**src/rtl/chunked_slot_pool_allocator_macros.svh**
```systemverilog
// ----------------------------------------------------------------------------
// chunked slot pool allocator assertion macros
// shared concurrent assertion helpers for the slot pool rtl
// ----------------------------------------------------------------------------
`ifndef CHUNKED_SLOT_POOL_ALLOCATOR_MACROS_SVH
`define CHUNKED_SLOT_POOL_ALLOCATOR_MACROS_SVH
`ifndef SYNTH
`define CSPA_ASSERT_IMPL(label, clk, rst, ante, cons) \
  label: assert property (@(posedge clk) disable iff (rst) (ante) |-> (cons)) \
    else $error("assertion failed");
`define CSPA_ASSERT_NEXT(label, clk, rst, ante, cons) \
  label: assert property (@(posedge clk) disable iff (rst) (ante) |=> (cons)) \
    else $error("assertion failed");
`else
`define CSPA_ASSERT_IMPL(label, clk, rst, ante, cons)
`define CSPA_ASSERT_NEXT(label, clk, rst, ante, cons)
`endif
`endif

```
**src/rtl/cspa_pkg.sv**
```systemverilog
// ----------------------------------------------------------------------------
// cspa_pkg
// shared codes and command/status structs for the slot pool allocator
// ----------------------------------------------------------------------------
`default_nettype none
package cspa_pkg;
  // opcodes
  localparam logic [1:0] OP_INIT    = 2'd0;
  localparam logic [1:0] OP_SPAWN   = 2'd1;
  localparam logic [1:0] OP_DESPAWN = 2'd2;
  localparam logic [1:0] OP_QUERY   = 2'd3;
  // status codes
  localparam logic [2:0] ST_OK      = 3'd0;
  localparam logic [2:0] ST_IGNORED = 3'd1;
  localparam logic [2:0] ST_FULL    = 3'd2;
  localparam logic [2:0] ST_CHUNKS  = 3'd3;
  localparam logic [2:0] ST_RANGE   = 3'd4;
  // config register indexes
  localparam logic [1:0] REG_CHUNK_CAP = 2'd0;
  localparam logic [1:0] REG_POOL_CAP  = 2'd1;
  localparam logic [1:0] REG_INIT_CAP  = 2'd2;

  // commands from controller to datapath
  typedef struct packed {
    logic load;       // latch input item
    logic init_step;  // write at most one stack entry, clear at most one bitmap row
    logic div_start;  // start division
    logic mem_rd;     // marks the bitmap row read state; the rams read on every clock
    logic commit;     // update state and result
  } cspa_cmd_t;

  // status from datapath to controller
  typedef struct packed {
    logic init_last;
    logic div_done;
  } cspa_stat_t;
endpackage
`default_nettype wire

```
**src/rtl/chunked_slot_pool_allocator.sv**
```systemverilog
// ----------------------------------------------------------------------------
// chunked_slot_pool_allocator
// chunked entity slot pool with free-index stack and liveness bitmap
// ----------------------------------------------------------------------------
// usage:
//   raise start with opcode and pool_index while busy is low; the item is
//   taken at that edge and busy rises for the rest of its work.
//   one result comes back on the result ports with done high for exactly
//   one cycle; the receiver cannot hold it off.
//   spawn, despawn and query go through a stack read, a 12-step serial
//   divider by chunk capacity, a bitmap row read and a commit.
//   init refills the stack and clears the bitmap rows one entry per
//   cycle, then divides out the chunk count.
//   configuration is written through cfg_we, cfg_index, cfg_data while idle.
//   after rst the pool is empty with no free stack; spawns grow chunks.
//   the stack memory needs no clearing pass.
// ----------------------------------------------------------------------------
`default_nettype none
module chunked_slot_pool_allocator #(
  parameter int POOL_SLOTS      = 256,
  parameter int MAX_CHUNKS      = 16,
  parameter int MAX_CHUNK_SLOTS = 64
) (
  input  wire logic        clk,
  input  wire logic        rst,
  input  wire logic        cfg_we,
  input  wire logic [1:0]  cfg_index,
  input  wire logic [10:0] cfg_data,
  input  wire logic        start,
  input  wire logic [1:0]  opcode,
  input  wire logic [9:0]  pool_index,
  output logic             busy,
  output logic             done,
  output logic [2:0]       status,
  output logic [9:0]       slot_index,
  output logic [3:0]       chunk_number,
  output logic [5:0]       local_slot,
  output logic             is_alive,
  output logic [10:0]      live_count,
  output logic [4:0]       active_chunks
);
  cspa_pkg::cspa_cmd_t  cmd;
  cspa_pkg::cspa_stat_t stat;

  cspa_ctrl u_ctrl (
    .clk(clk), .rst(rst), .start(start), .opcode(opcode), .stat(stat),
    .cmd(cmd), .busy(busy), .done(done)
  );

  cspa_datapath #(
    .POOL_SLOTS(POOL_SLOTS), .MAX_CHUNKS(MAX_CHUNKS), .MAX_CHUNK_SLOTS(MAX_CHUNK_SLOTS)
  ) u_dp (
    .clk(clk), .rst(rst), .cfg_we(cfg_we), .cfg_index(cfg_index), .cfg_data(cfg_data),
    .opcode(opcode), .pool_index(pool_index), .cmd(cmd), .stat(stat),
    .status(status), .slot_index(slot_index), .chunk_number(chunk_number),
    .local_slot(local_slot), .is_alive(is_alive), .live_count(live_count),
    .active_chunks(active_chunks)
  );
endmodule
`default_nettype wire

```
**src/rtl/cspa_ram.sv**
```systemverilog
// ----------------------------------------------------------------------------
// cspa_ram
// generic single-port write, single-port read ram with registered read
// ----------------------------------------------------------------------------
`default_nettype none
module cspa_ram #(
  parameter int WIDTH = 8,
  parameter int DEPTH = 16
) (
  input  wire logic                     clk,
  input  wire logic                     we,
  input  wire logic [$clog2(DEPTH)-1:0] waddr,
  input  wire logic [WIDTH-1:0]         wdata,
  input  wire logic [$clog2(DEPTH)-1:0] raddr,
  output logic      [WIDTH-1:0]         rdata
);
  logic [WIDTH-1:0] mem [DEPTH];

  // write port and registered read
  always_ff @(posedge clk) begin
    if (we) begin
      mem[waddr] <= wdata;
    end
    rdata <= mem[raddr];
  end
endmodule
`default_nettype wire

```
**src/rtl/cspa_datapath.sv**
```systemverilog
// ----------------------------------------------------------------------------
// cspa_datapath
// stack, liveness bitmap, chunk counters, divider and result registers
// ----------------------------------------------------------------------------
`default_nettype none
`include "chunked_slot_pool_allocator_macros.svh"
module cspa_datapath #(
  parameter int POOL_SLOTS      = 256,
  parameter int MAX_CHUNKS      = 16,
  parameter int MAX_CHUNK_SLOTS = 64
) (
  input  wire logic                 clk,
  input  wire logic                 rst,
  input  wire logic                 cfg_we,
  input  wire logic [1:0]           cfg_index,
  input  wire logic [10:0]          cfg_data,
  input  wire logic [1:0]           opcode,
  input  wire logic [9:0]           pool_index,
  input  wire cspa_pkg::cspa_cmd_t  cmd,
  output cspa_pkg::cspa_stat_t      stat,
  output logic [2:0]                status,
  output logic [9:0]                slot_index,
  output logic [3:0]                chunk_number,
  output logic [5:0]                local_slot,
  output logic                      is_alive,
  output logic [10:0]               live_count,
  output logic [4:0]                active_chunks
);
  localparam int SW = (POOL_SLOTS > 1) ? $clog2(POOL_SLOTS) : 1;
  localparam int CW = (MAX_CHUNKS > 1) ? $clog2(MAX_CHUNKS) : 1;
  localparam int LW = (MAX_CHUNK_SLOTS > 1) ? $clog2(MAX_CHUNK_SLOTS) : 1;
  localparam int DW = $clog2(POOL_SLOTS + 1);
  localparam int NW = $clog2(MAX_CHUNKS + 1);
  localparam int HW = $clog2(MAX_CHUNK_SLOTS + 1);
  localparam int RW = (MAX_CHUNKS > 1) ? CW : 1;

  // config registers
  logic [6:0]  chunk_cap_reg;
  logic [8:0]  pool_cap_reg;
  logic [10:0] init_cap_reg;
  always_ff @(posedge clk) begin
    if (rst) begin
      chunk_cap_reg <= 7'd64;
      pool_cap_reg  <= 9'd256;
      init_cap_reg  <= 11'd256;
    end else if (cfg_we) begin
      unique case (cfg_index)
        cspa_pkg::REG_CHUNK_CAP: chunk_cap_reg <= cfg_data[6:0];
        cspa_pkg::REG_POOL_CAP:  pool_cap_reg  <= cfg_data[8:0];
        cspa_pkg::REG_INIT_CAP:  init_cap_reg  <= cfg_data;
        default: ;
      endcase
    end
  end

  // clamped capacities
  logic [10:0] cc;
  logic [10:0] pc;
  always_comb begin
    cc = {4'd0, chunk_cap_reg};
    if (cc == 11'd0) cc = 11'd1;
    if (cc > 11'(MAX_CHUNK_SLOTS)) cc = 11'(MAX_CHUNK_SLOTS);
    pc = {2'd0, pool_cap_reg};
    if (pc == 11'd0) pc = 11'd1;
    if (pc > 11'(POOL_SLOTS)) pc = 11'(POOL_SLOTS);
  end

  // state
  logic [DW-1:0]          free_depth;
  logic [NW-1:0]          chunk_total;
  logic [4:0]             active_cnt;
  logic [10:0]            entity_total;
  logic [HW-1:0]          high_water [MAX_CHUNKS];
  logic [MAX_CHUNKS-1:0]  row_clean;   // row grown and not written since; reads as slot 0 only

  // latched item
  logic [1:0]  op_q;
  logic [9:0]  idx_q;

  // init sweep counter
  logic [DW-1:0] init_cnt;
  assign stat.init_last = (init_cnt + DW'(1) >= DW'(pc)) && (32'(init_cnt) + 1 >= MAX_CHUNKS);

  // serial restoring divider: 12-bit dividend by cc
  logic [11:0] div_num;
  logic [11:0] div_quo;
  logic [10:0] div_rem;
  logic [3:0]  div_cnt;
  logic        div_busy;
  logic [11:0] trial;
  assign trial = {div_rem, div_num[11]};
  assign stat.div_done = !div_busy;

  // decided index to work on
  logic        pop_case;
  logic [9:0]  tgt_idx;

  // stack memory
  logic          stk_we;
  logic [SW-1:0] stk_waddr;
  logic [9:0]    stk_wdata;
  logic [SW-1:0] stk_raddr;
  logic [9:0]    stk_rdata;
  cspa_ram #(.WIDTH(10), .DEPTH(POOL_SLOTS)) u_stack (
    .clk(clk), .we(stk_we), .waddr(stk_waddr), .wdata(stk_wdata),
    .raddr(stk_raddr), .rdata(stk_rdata)
  );

  // bitmap memory, one row per chunk
  logic                       bm_we;
  logic [RW-1:0]              bm_waddr;
  logic [MAX_CHUNK_SLOTS-1:0] bm_wdata;
  logic [RW-1:0]              bm_raddr;
  logic [MAX_CHUNK_SLOTS-1:0] bm_rdata;
  cspa_ram #(.WIDTH(MAX_CHUNK_SLOTS), .DEPTH((MAX_CHUNKS > 1) ? MAX_CHUNKS : 2)) u_bitmap (
    .clk(clk), .we(bm_we), .waddr(bm_waddr), .wdata(bm_wdata),
    .raddr(bm_raddr), .rdata(bm_rdata)
  );

  // quotient and remainder views
  logic [11:0] q_full;
  logic [5:0]  r_loc;
  logic [CW-1:0] q_ch;
  logic [LW-1:0] r_lw;
  assign q_full = div_quo;
  assign r_loc  = 6'(div_rem);
  assign q_ch   = CW'(div_quo);
  assign r_lw   = LW'(div_rem);

  // effective bitmap row: a freshly grown chunk holds only its slot 0
  logic [MAX_CHUNK_SLOTS-1:0] cur_row;
  assign cur_row = row_clean[q_ch] ? MAX_CHUNK_SLOTS'(1) : bm_rdata;

  // liveness of decided slot
  logic in_range;
  logic cur_alive;
  assign in_range  = (q_full < 12'(chunk_total)) && (q_full < 12'(MAX_CHUNKS));
  assign cur_alive = in_range && (HW'(div_rem) < high_water[q_ch]) && cur_row[r_lw];

  // memory address and write control
  always_comb begin
    stk_we    = 1'b0;
    stk_waddr = SW'(free_depth);
    stk_wdata = idx_q;
    stk_raddr = SW'(free_depth - DW'(1));
    bm_we     = 1'b0;
    bm_waddr  = RW'(q_ch);
    bm_wdata  = bm_rdata;
    bm_raddr  = RW'(q_ch);
    if (cmd.init_step) begin
      stk_we    = (init_cnt < DW'(pc));
      stk_waddr = SW'(DW'(pc) - DW'(1) - init_cnt);
      stk_wdata = 10'(init_cnt);
      bm_we     = (32'(init_cnt) < MAX_CHUNKS);
      bm_waddr  = RW'(init_cnt);
      bm_wdata  = '0;
    end else if (cmd.commit) begin
      if (op_q == cspa_pkg::OP_DESPAWN && cur_alive) begin
        bm_we     = 1'b1;
        bm_wdata  = cur_row;
        bm_wdata[r_lw] = 1'b0;
        stk_we    = (11'(free_depth) < pc);
      end else if (op_q == cspa_pkg::OP_SPAWN && pop_case && in_range) begin
        bm_we     = 1'b1;
        bm_wdata  = cur_row;
        bm_wdata[r_lw] = 1'b1;
      end
    end
  end

  // grow path
  logic grow_ok;
  assign grow_ok = 32'(chunk_total) < MAX_CHUNKS;

  // sequential state
  always_ff @(posedge clk) begin
    if (rst) begin
      free_depth   <= '0;
      chunk_total  <= '0;
      active_cnt   <= '0;
      entity_total <= '0;
      div_busy     <= 1'b0;
      init_cnt     <= '0;
      row_clean    <= '0;
      for (int i = 0; i < MAX_CHUNKS; i++) high_water[i] <= '0;
    end else begin
      if (cmd.load) begin
        op_q     <= opcode;
        idx_q    <= pool_index;
        init_cnt <= '0;
        pop_case <= (opcode == cspa_pkg::OP_SPAWN) && (free_depth != '0);
      end
      if (cmd.init_step) begin
        init_cnt <= init_cnt + DW'(1);
      end
      // divider start: pop waits for stack read data
      if (cmd.div_start) begin
        div_busy <= 1'b1;
        div_cnt  <= 4'd12;
        div_rem  <= '0;
        div_quo  <= '0;
        if (op_q == cspa_pkg::OP_INIT) begin
          div_num <= 12'(init_cap_reg) + 12'(cc) - 12'd1;
        end else if (pop_case) begin
          div_num <= {2'd0, stk_rdata};
          tgt_idx <= stk_rdata;
          free_depth <= free_depth - DW'(1);
        end else begin
          div_num <= {2'd0, idx_q};
          tgt_idx <= idx_q;
        end
      end else if (div_busy) begin
        div_num <= {div_num[10:0], 1'b0};
        if (trial >= 12'(cc)) begin
          div_rem <= 11'(trial - 12'(cc));
          div_quo <= {div_quo[10:0], 1'b1};
        end else begin
          div_rem <= 11'(trial);
          div_quo <= {div_quo[10:0], 1'b0};
        end
        div_cnt <= div_cnt - 4'd1;
        if (div_cnt == 4'd1) div_busy <= 1'b0;
      end
      // commit: update state and result
      if (cmd.commit) begin
        live_count    <= entity_total;
        active_chunks <= active_cnt;
        status        <= cspa_pkg::ST_OK;
        slot_index    <= tgt_idx;
        chunk_number  <= 4'(div_quo);
        local_slot    <= r_loc;
        is_alive      <= 1'b0;
        unique case (op_q)
          cspa_pkg::OP_INIT: begin
            slot_index   <= '0;
            chunk_number <= '0;
            local_slot   <= '0;
            if (div_quo == 12'd0) chunk_total <= NW'(1);
            else if (div_quo > 12'(MAX_CHUNKS)) chunk_total <= NW'(MAX_CHUNKS);
            else chunk_total <= NW'(div_quo);
            free_depth   <= DW'(pc);
            active_cnt   <= '0;
            entity_total <= '0;
            row_clean    <= '0;
            live_count   <= '0;
            active_chunks <= '0;
            for (int i = 0; i < MAX_CHUNKS; i++) high_water[i] <= '0;
          end
          cspa_pkg::OP_SPAWN: begin
            if (pop_case) begin
              if (!in_range) begin
                status <= cspa_pkg::ST_RANGE;
              end else begin
                is_alive <= 1'b1;
                row_clean[q_ch] <= 1'b0;
                if (HW'(div_rem) + HW'(1) > high_water[q_ch])
                  high_water[q_ch] <= HW'(div_rem) + HW'(1);
                if (5'(div_quo) + 5'd1 > active_cnt) begin
                  active_cnt    <= 5'(div_quo) + 5'd1;
                  active_chunks <= 5'(div_quo) + 5'd1;
                end
                if (entity_total < 11'd2047) begin
                  entity_total <= entity_total + 11'd1;
                  live_count   <= entity_total + 11'd1;
                end
              end
            end else begin
              slot_index   <= '0;
              chunk_number <= '0;
              local_slot   <= '0;
              if (entity_total < pc) begin
                if (!grow_ok) begin
                  status <= cspa_pkg::ST_CHUNKS;
                end else begin
                  // grow by one chunk and take its slot 0
                  chunk_total <= chunk_total + NW'(1);
                  active_cnt  <= 5'(chunk_total) + 5'd1;
                  active_chunks <= 5'(chunk_total) + 5'd1;
                  high_water[CW'(chunk_total)] <= HW'(1);
                  row_clean[CW'(chunk_total)] <= 1'b1;
                  slot_index   <= 10'(11'(chunk_total) * cc);
                  chunk_number <= 4'(chunk_total);
                  is_alive     <= 1'b1;
                  if (entity_total < 11'd2047) begin
                    entity_total <= entity_total + 11'd1;
                    live_count   <= entity_total + 11'd1;
                  end
                end
              end else begin
                status <= cspa_pkg::ST_FULL;
              end
            end
          end
          cspa_pkg::OP_DESPAWN: begin
            if (!cur_alive) begin
              status <= cspa_pkg::ST_IGNORED;
            end else begin
              row_clean[q_ch] <= 1'b0;
              if (entity_total != 11'd0) begin
                entity_total <= entity_total - 11'd1;
                live_count   <= entity_total - 11'd1;
              end
              if (11'(free_depth) < pc) free_depth <= free_depth + DW'(1);
            end
          end
          default: begin
            is_alive <= cur_alive;
          end
        endcase
      end
    end
  end

  // assertions
  `CSPA_ASSERT_IMPL(a_depth_bound, clk, rst, 1'b1, 32'(free_depth) <= POOL_SLOTS)
  `CSPA_ASSERT_IMPL(a_chunks_bound, clk, rst, 1'b1, 32'(chunk_total) <= MAX_CHUNKS)
  `CSPA_ASSERT_IMPL(a_active_bound, clk, rst, 1'b1, 32'(active_cnt) <= 32'(chunk_total))
endmodule
`default_nettype wire

```
**src/rtl/cspa_ctrl.sv**
```systemverilog
// ----------------------------------------------------------------------------
// cspa_ctrl
// sequencing state machine for one item at a time
// ----------------------------------------------------------------------------
`default_nettype none
`include "chunked_slot_pool_allocator_macros.svh"
module cspa_ctrl (
  input  wire logic                 clk,
  input  wire logic                 rst,
  input  wire logic                 start,
  input  wire logic [1:0]           opcode,
  input  wire cspa_pkg::cspa_stat_t stat,
  output cspa_pkg::cspa_cmd_t       cmd,
  output logic                      busy,
  output logic                      done
);
  typedef enum logic [2:0] {S_IDLE, S_READ, S_SWEEP, S_DIV, S_MEM, S_COMMIT} state_t;
  state_t state;
  logic [1:0] op_q;

  // command decode
  always_comb begin
    cmd           = '0;
    cmd.load      = (state == S_IDLE) && start;
    cmd.init_step = (state == S_SWEEP);
    cmd.div_start = (state == S_READ) || (state == S_SWEEP && stat.init_last);
    cmd.mem_rd    = (state == S_MEM);
    cmd.commit    = (state == S_COMMIT);
  end

  // state and registered outputs
  always_ff @(posedge clk) begin
    if (rst) begin
      state <= S_IDLE;
      busy  <= 1'b0;
      done  <= 1'b0;
      op_q  <= cspa_pkg::OP_INIT;
    end else begin
      done <= 1'b0;
      unique case (state)
        S_IDLE: if (start) begin
          busy  <= 1'b1;
          op_q  <= opcode;
          state <= (opcode == cspa_pkg::OP_INIT) ? S_SWEEP : S_READ;
        end
        S_READ:  state <= S_DIV;
        S_SWEEP: if (stat.init_last) state <= S_DIV;
        S_DIV:   if (stat.div_done) state <= S_MEM;
        S_MEM:   state <= S_COMMIT;
        S_COMMIT: begin
          state <= S_IDLE;
          busy  <= 1'b0;
          done  <= 1'b1;
        end
        default: state <= S_IDLE;
      endcase
    end
  end

  `CSPA_ASSERT_IMPL(a_busy_state, clk, rst, state != S_IDLE, busy)
  `CSPA_ASSERT_NEXT(a_commit_done, clk, rst, state == S_COMMIT, done && !busy)
  `CSPA_ASSERT_IMPL(a_sweep_init, clk, rst, state == S_SWEEP, op_q == cspa_pkg::OP_INIT)
endmodule
`default_nettype wire
```
**config.mk**
```make
export PLATFORM = sky130hd
export DESIGN_NAME = chunked_slot_pool_allocator
export DESIGN_NICKNAME = d
export VERILOG_FILES = /design/src/rtl/cspa_pkg.sv /design/src/rtl/chunked_slot_pool_allocator.sv /design/src/rtl/cspa_ram.sv /design/src/rtl/cspa_datapath.sv /design/src/rtl/cspa_ctrl.sv
export VERILOG_INCLUDE_DIRS = /design/src /design/src/rtl
export SDC_FILE = /design/constraint.sdc
export NUM_CORES = 2
export LEC_CHECK = 0
export BUFFER_PORTS_ARGS = -buffer_cell sky130_fd_sc_hd__buf_2
export CAP_MARGIN = 20
export CELL_PAD_IN_SITES_DETAIL_PLACEMENT = 1
export CELL_PAD_IN_SITES_GLOBAL_PLACEMENT = 1
export CORE_MARGIN = 3
export CORE_UTILIZATION = 40
export DETAILED_ROUTE_END_ITERATION = 16
export GPL_ROUTABILITY_DRIVEN = 0
export PLACE_DENSITY_LB_ADDON = 0.1
export SKIP_CTS_REPAIR_TIMING = 1
export SYNTH_ARGS = -nofsm -noshare
export SYNTH_HDL_FRONTEND = slang
export SYNTH_HIERARCHICAL = 1
export SYNTH_SLANG_ARGS = --single-unit
```
**constraint.sdc**
```tcl
create_clock -name clk -period 13.8 [get_ports clk]
set_input_delay 1.38 -clock clk [delete_from_list [all_inputs] [get_ports clk]]
set_output_delay 1.38 -clock clk [all_outputs]
set_load 0.02 [all_outputs]
```
Word level (Yosys, flattened, before mapping). Memories as Yosys holds them, arrays and structs flattened. A register that Yosys moved wholly into a read port is not among the register bits. Cells that the tools add are included.

Bits in registers: 190. Memory bits (writable): 3696. Input bits: 29. Output and inout bits: 42. Word-level logic and storage cells: 309. Memories: 3.

$add $sub $neg: 15. $mul: 1. Magnitude comparators: 23. Eq/ne operators: 21. Muxes and demuxes: 152. Bitwise logic cells: 24. Reduce and logical (&&, ||, !) cells: 42.

Memory list: u_dp.u_stack.mem (depth 256, width 10, read ports 1, clocked after memory_dff 1, wr ports 1, line cspa_ram.sv:17) `logic [WIDTH-1:0] mem [DEPTH];`; u_dp.u_bitmap.mem (depth 16, width 64, read ports 1, clocked after memory_dff 1, wr ports 1, line cspa_ram.sv:17); u_dp.high_water (depth 16, width 7, read ports 1, clocked after memory_dff 1, wr ports 16, line cspa_datapath.sv:73) `logic [HW-1:0] high_water [MAX_CHUNKS];`.

Operators with widths (count): $mux W64 (5); $mux W7 (20); $mux W11 (9); $mux W9 (10); $mux W16 (5); $and A64 B64 Y64 (1); $not A64 Y64 (1); $or A64 B64 Y64 (1); $mux W10 (6); $mux W5 (10); $mux W12 (4); $pmux W16 S3 (1); $mux W1 (47); $mux W4 (9); $pmux W11 S3 (1); $ge A32 B5 Y1 const B (1); $pmux W10 S2 (1); $pmux W5 S2 (2); $add A9 B1 Y9 const B (2); $lt A9 B9 Y1 (2); $pmux W9 S2 (1); $and A16 B16 Y16 (1); $not A16 Y16 (1); $or A1 B1 Y1 (16); other kinds (74) (121).

Depth between registers and ports, before layout.
Depth after elaboration: 13. Gate-level depth with buffers: 25. Depth with buffers taken out: 23.

Cells and area by module. Netlist, hierarchy kept.

Modules (own cells, without submodules): cspa_ram (u_dp.u_stack) (instances 1, cells each 4642, area an instance 99253.9 um^2, seq. area each 77073.9 um^2); cspa_ram (u_dp.u_bitmap) (instances 1, cells each 1647, area an instance 39581.7 um^2, seq. area each 32030.7 um^2); cspa_datapath (instances 1, cells each 2346, area an instance 21365.5 um^2, seq. area each 8167.8 um^2); cspa_ctrl (instances 1, cells each 40, area an instance 370.4 um^2, seq. area each 100.1 um^2).

Worst setup path before layout. No wires, ideal clock.

Path type: register to register. From: reg u_ctrl.state[1]. To: mem u_dp.u_stack.mem[0][0] (data pin). Setup time: 2187 ps. Arrival time: 11093 ps. Data required time: 11613 ps. Setup slack: 520 ps. Stages on the path, launching flop included: 7. Path buffers: 3. Clock period less this slack: 13280 ps. Path through: dfxtp_1 buf_6 and2b_1 nor2b_1 clkbuf_1 clkbuf_1 o21ai_0.

RTL lines: start: declaration (line cspa_ctrl.sv:18) `state_t state;`; start signal: assignment (line cspa_ctrl.sv:44) `state <= (opcode == cspa_pkg::OP_INIT) ? S_SWEEP : S_READ;`; end: declaration (line cspa_ram.sv:17).

==> report_table.html <==
<table>
<tr><th>Metric</th><th>Value</th></tr>
<tr><th colspan="2">Synth</th></tr>
<tr><td>Biggest area contributors in the synthesized netlist</td><td>sky130_fd_sc_hd__edfxtp_1 71%, sky130_fd_sc_hd__mux4_2 11%, sky130_fd_sc_hd__dfxtp_1 2.1%</td></tr>
<tr><td>Fraction of registers with async set or reset after synthesis</td><td>0</td></tr>
<tr><td>Post-synthesis cell type with the largest combined area</td><td>sky130_fd_sc_hd__edfxtp_1</td></tr>
<tr><td>Post-synthesis net count</td><td>about 8.8k</td></tr>
<tr><td>Count of different cell masters after synthesis</td><td>106</td></tr>
<tr><td>Share of Yosys cell area claimed by the top area cell type</td><td>0.710</td></tr>
<tr><td>Ys flop type</td><td>sky130_fd_sc_hd__edfxtp_1</td></tr>
<tr><td>Count of synthesis-stage warnings from yosys</td><td>6</td></tr>
<tr><td>Leading post-synthesis cells by instance count</td><td>3798 x sky130_fd_sc_hd__edfxtp_1, 792 x sky130_fd_sc_hd__mux4_2, 615 x sky130_fd_sc_hd__nor2_1, 362 x sky130_fd_sc_hd__nand2_1, 342 x sky130_fd_sc_hd__a22oi_1</td></tr>
<tr><td>Post-Synthesis Mean Instance Area</td><td>approximately 19 um^2</td></tr>
<tr><td>Post-synthesis sequential area ratio</td><td>0.731</td></tr>
<tr><td>Top-count cell post-synth</td><td>sky130_fd_sc_hd__edfxtp_1</td></tr>
<tr><td>Netlist area before placement</td><td>161000 um^2</td></tr>
<tr><td>Register bit count reported by yosys</td><td>~4k</td></tr>
<tr><td>Post-synthesis instance total</td><td>a little under 9k</td></tr>
<tr><td>Number of flops mapped to enable cells by yosys</td><td>3798</td></tr>
<tr><th colspan="2">Cells and area</th></tr>
<tr><td>Layout cell share with drive strength beyond 1</td><td>0.205</td></tr>
<tr><td>Number of flip-flops under the largest register name</td><td>between 2k and 3k</td></tr>
<tr><td>Fill cell instance count of the final layout</td><td>37.2k</td></tr>
<tr><td>NumNets Final</td><td>roughly 9k</td></tr>
<tr><td>Biggest registers after layout</td><td>u_dp/u_stack/mem (2560), u_dp/u_bitmap/mem (1024), u_dp/high_water (112)</td></tr>
<tr><td>Biggest register</td><td>u_dp/u_stack/mem</td></tr>
<tr><td>Area Growth Syn to Fin</td><td>13.0%</td></tr>
<tr><th colspan="2">Detailed routing</th></tr>
<tr><td>Routed wire length</td><td>488000 um</td></tr>
<tr><td>Number of detailed-route iterations in the first pass</td><td>6</td></tr>
<tr><td>Total routed wire length on the met1 layer</td><td>~210000 um</td></tr>
<tr><td>Number of nets with antenna violations after detailed routing</td><td>0</td></tr>
<tr><td>Number of DRC markers after the initial detailed-route iteration</td><td>around 8.7k</td></tr>
<tr><td>Vias</td><td>between 80k and 90k</td></tr>
<tr><td>WL met3</td><td>~24000 um</td></tr>
<tr><td>Top metal layer carrying routed signals</td><td>met4</td></tr>
<tr><td>Met2 wirelength from detailed routing</td><td>around 240000 um</td></tr>
<tr><td>Routed wire length per instance</td><td>about 34 um</td></tr>
<tr><td>DRC errors left</td><td>0</td></tr>
<tr><td>Number of vias per cell</td><td>roughly 5.9</td></tr>
<tr><th colspan="2">CTS</th></tr>
<tr><td>Clock transition at the register clock pins on the worst setup and hold paths after CTS</td><td>~60 ps</td></tr>
<tr><td>Clk Tree Root Cell</td><td>sky130_fd_sc_hd__clkbuf_16</td></tr>
<tr><td>Number of buffers inserted during clock tree synthesis</td><td>approximately 420</td></tr>
<tr><td>Maximum buffer depth of the clock tree</td><td>4</td></tr>
<tr><td>CTS tree</td><td>yes</td></tr>
<tr><td>CTS sink count</td><td>around 4.0k</td></tr>
<tr><td>Maximum level of the CTS H-tree</td><td>5</td></tr>
<tr><td>Clock latency of the later-clocked register in the worst-skew pair</td><td>roughly 1000 ps</td></tr>
<tr><th colspan="2">Worst setup path</th></tr>
<tr><td>Internal reg-to-reg setup slack</td><td>between 5000 and 6000 ps</td></tr>
<tr><td>Worst path max stage delay</td><td>between 800 and 900 ps</td></tr>
<tr><td>Path type of the worst setup path</td><td>reg -&gt; reg</td></tr>
<tr><td>Number of buffer and inverter instances along the worst setup path</td><td>6</td></tr>
<tr><td>Critical path's slowest cell</td><td>sky130_fd_sc_hd__nor2_1</td></tr>
<tr><td>Worst endpoint data arrival time</td><td>between 8000 and 9000 ps</td></tr>
<tr><td>Cell family with the largest share of critical-path delay</td><td>simple AND/OR/NAND/NOR gates</td></tr>
<tr><td>Largest driver fanout on the critical path</td><td>28</td></tr>
<tr><td>Critical path required time</td><td>about 14000 ps</td></tr>
<tr><td>Sort of element at the start of the critical path</td><td>register</td></tr>
<tr><td>CP cell instances</td><td>buf_4 -&gt; mux4_2 -&gt; mux4_2 -&gt; inv_1 -&gt; ha_1 -&gt; nor2b_1 -&gt; o21ai_0 -&gt; a21oi_1 -&gt; o21ai_0 -&gt; o2111a_1 -&gt; nand3_1 -&gt; buf_8 -&gt; nor3_1 -&gt; buf_4 -&gt; and3_1 -&gt; a31o_2 -&gt; buf_4 -&gt; nand4_1 -&gt; buf_4 -&gt; nor2_1</td></tr>
<tr><td>Type of element capturing the critical path</td><td>register</td></tr>
<tr><td>Most frequent cell on the critical path</td><td>sky130_fd_sc_hd__buf_4</td></tr>
<tr><th colspan="2">Run status</th></tr>
<tr><td>Result of the run</td><td>finished, final reports clean</td></tr>
<tr><th colspan="2">Power and ir drop</th></tr>
<tr><td>Worst vdd rail ir drop</td><td>roughly 0.00012 V</td></tr>
<tr><td>Int Pwr</td><td>approximately 0.024 W</td></tr>
<tr><td>Switching part of the total power</td><td>0.323</td></tr>
<tr><td>Switching component of the power</td><td>between 0.01 and 0.015 W</td></tr>
<tr><td>Power share of the sequential group</td><td>0.426</td></tr>
<tr><td>Power per unit of standard cell area</td><td>just under 200 nW/um^2</td></tr>
<tr><td>Combinational share of power</td><td>0.243</td></tr>
<tr><td>Power after layout</td><td>0.0352 W</td></tr>
<tr><td>Clock network fraction of total power</td><td>0.331</td></tr>
<tr><td>Total leakage power</td><td>59.6 nW</td></tr>
<tr><th colspan="2">GRT</th></tr>
<tr><td>Total global routing track utilization</td><td>0.236</td></tr>
<tr><td>Vias in the first global route</td><td>~90k</td></tr>
<tr><td>First-pass GRT wire length</td><td>a little under 700000 um</td></tr>
<tr><td>Maximum number of pins on one net before global-route repair</td><td>156</td></tr>
<tr><td>Number of antenna violations at the first check in global routing</td><td>19</td></tr>
<tr><td>Aggregate global routing overflow</td><td>0</td></tr>
<tr><th colspan="2">Timing</th></tr>
<tr><td>Endpoints failing setup</td><td>0</td></tr>
<tr><td>Final Max Slew Viols</td><td>0</td></tr>
<tr><td>Worst slew pin tran</td><td>around 1200 ps</td></tr>
<tr><td>Hold slack final</td><td>about 500 ps</td></tr>
<tr><td>Clock Skews</td><td>103 ps</td></tr>
<tr><td>Final period util</td><td>0.578</td></tr>
<tr><td>Sum of negative setup slack</td><td>0 ps</td></tr>
<tr><td>Fmax</td><td>about 130 MHz</td></tr>
<tr><td>Final Hold Violating Endpoints</td><td>0</td></tr>
<tr><td>Slew HR</td><td>0.192</td></tr>
<tr><td>RSZ-0062 raised after global routing</td><td>false</td></tr>
<tr><td>Crit path time final</td><td>~8000 ps</td></tr>
<tr><th colspan="2">Die</th></tr>
<tr><td>Die width</td><td>640 um</td></tr>
<tr><td>Overall die area</td><td>between 400000 and 500000 um^2</td></tr>
<tr><td>Die height</td><td>640 um</td></tr>
<tr><td>Core area</td><td>~400000 um^2</td></tr>
<tr><td>Initial cell density of the core</td><td>0.402</td></tr>
<tr><td>Boundary pin count</td><td>71</td></tr>
<tr><td>Rows</td><td>between 200 and 250</td></tr>
<tr><th colspan="2">Placed design</th></tr>
<tr><td>HPWL after DPL</td><td>308000 um</td></tr>
<tr><td>Number of buffers inserted by port buffering</td><td>70</td></tr>
<tr><th colspan="2">Run</th></tr>
<tr><td>Number of violations of the max-capacitance limit</td><td>0</td></tr>
<tr><th colspan="2">Hold path</th></tr>
<tr><td>Worst min-delay path class</td><td>reg -&gt; reg</td></tr>
</table>
==> worst reg2reg max path: cells and delay by family (launching register included) <==
kind	cells	cell delay (ps)
buffers and inverters	6	1950
multiplexers	2	1120
flip-flops	1	310
adder cells (fa/ha/maj)	1	230
AND/OR/NAND/NOR	6	2360
AO/OA/AOI/OAI	5	1610
==> cell usage in the layout (no fill, tap or decap), drive strengths merged, types with 25 or more instances in the layout <==
| master | instances |
|---|---|
| ha | 124 |
| mux4 | 833 |
| nand2b | 29 |
| nor3 | 90 |
| o211ai | 28 |
| nand2 | 362 |
| xnor2 | 47 |
| nand3 | 100 |
| a21oi | 230 |
| nor4 | 40 |
| o21ai | 150 |
| o22ai | 99 |
| edfxtp | 3798 |
| buf | 313 |
| a31oi | 26 |
| mux2i | 262 |
| o21a | 26 |
| a211oi | 42 |
| bufinv | 56 |
| clkinv | 194 |
| clkbuf | 520 |
| o221ai | 41 |
| a22oi | 342 |
| nor2 | 617 |
| dfxtp | 166 |
| inv | 152 |
| mux2 | 25 |
| a31o | 26 |
| nor2b | 60 |
==> power by group through the flow <==
stage,registers (W),clock network [W],logic (W)
floorplan,0.0153,0,0.00446
global placement,0.0153,0,0.00848
detailed placement,0.0153,0,0.00862
CTS,0.0150,0.0120,0.00864
global route,0.0150,0.0124,0.00897
finish,0.0150,0.0117,0.00854
==> final cells by class <==
cell class,count,area [um^2],area share
diodes,3,7.51,0.0000414
clock buffers,519,11200,0.0618
clock inverters,272,3090,0.0170
inverters,144,556,0.00306
multi-input cells,4027,40200,0.222
flip-flops and latches,3964,117000,0.647
well taps,5265,6590,0.0363
repair buffers,314,2390,0.0132
==> routing by layer <==
| layer | vias up | global-route usage |
|---|---|---|
| met1 | 46261 | 0.330 |
| met2 | 2695 | 0.393 |
| met4 | 0 | 0.0677 |
| met5 | - | 0 |
| met3 | 676 | 0.0246 |
| li1 | 35784 | - |
==> kinds of logic after synthesis <==
logic type | count (synthesis) | share of synthesized area
mux | 1120 | 0.136
xor+xnor | 67 | 0.00365
fa+ha+maj | 142 | 0.0118
flops | 3964 | 0.731
simple gates | 1437 | 0.0403
compound gates | 1261 | 0.0550
buf+inv | 684 | 0.0224
==> through the flow <==
stage                      util  instance area, um^2  setup slack [ps]  instances
after floorplan               -               161000               520       8675
after global placement    0.418               167000              4900      13693
after detailed placement  0.418               167000              5100      13702
after CTS                 0.454               181000              5000      14493
after global routing      0.454               181000              5570      14507
final                     0.454               181000              5820      14508
==> worst paths after layout <==
check | to | startpoint | cells past startpoint
max reg2reg | u_dp/u_stack/mem[211][3] | register | 20
max | u_dp/u_stack/mem[211][3] | register | 20
min reg2reg | u_ctrl/busy | u_ctrl/busy | 2
min | u_ctrl/busy | u_ctrl/busy | 2
No activity file was read; power rests on OpenSTA's default activity.
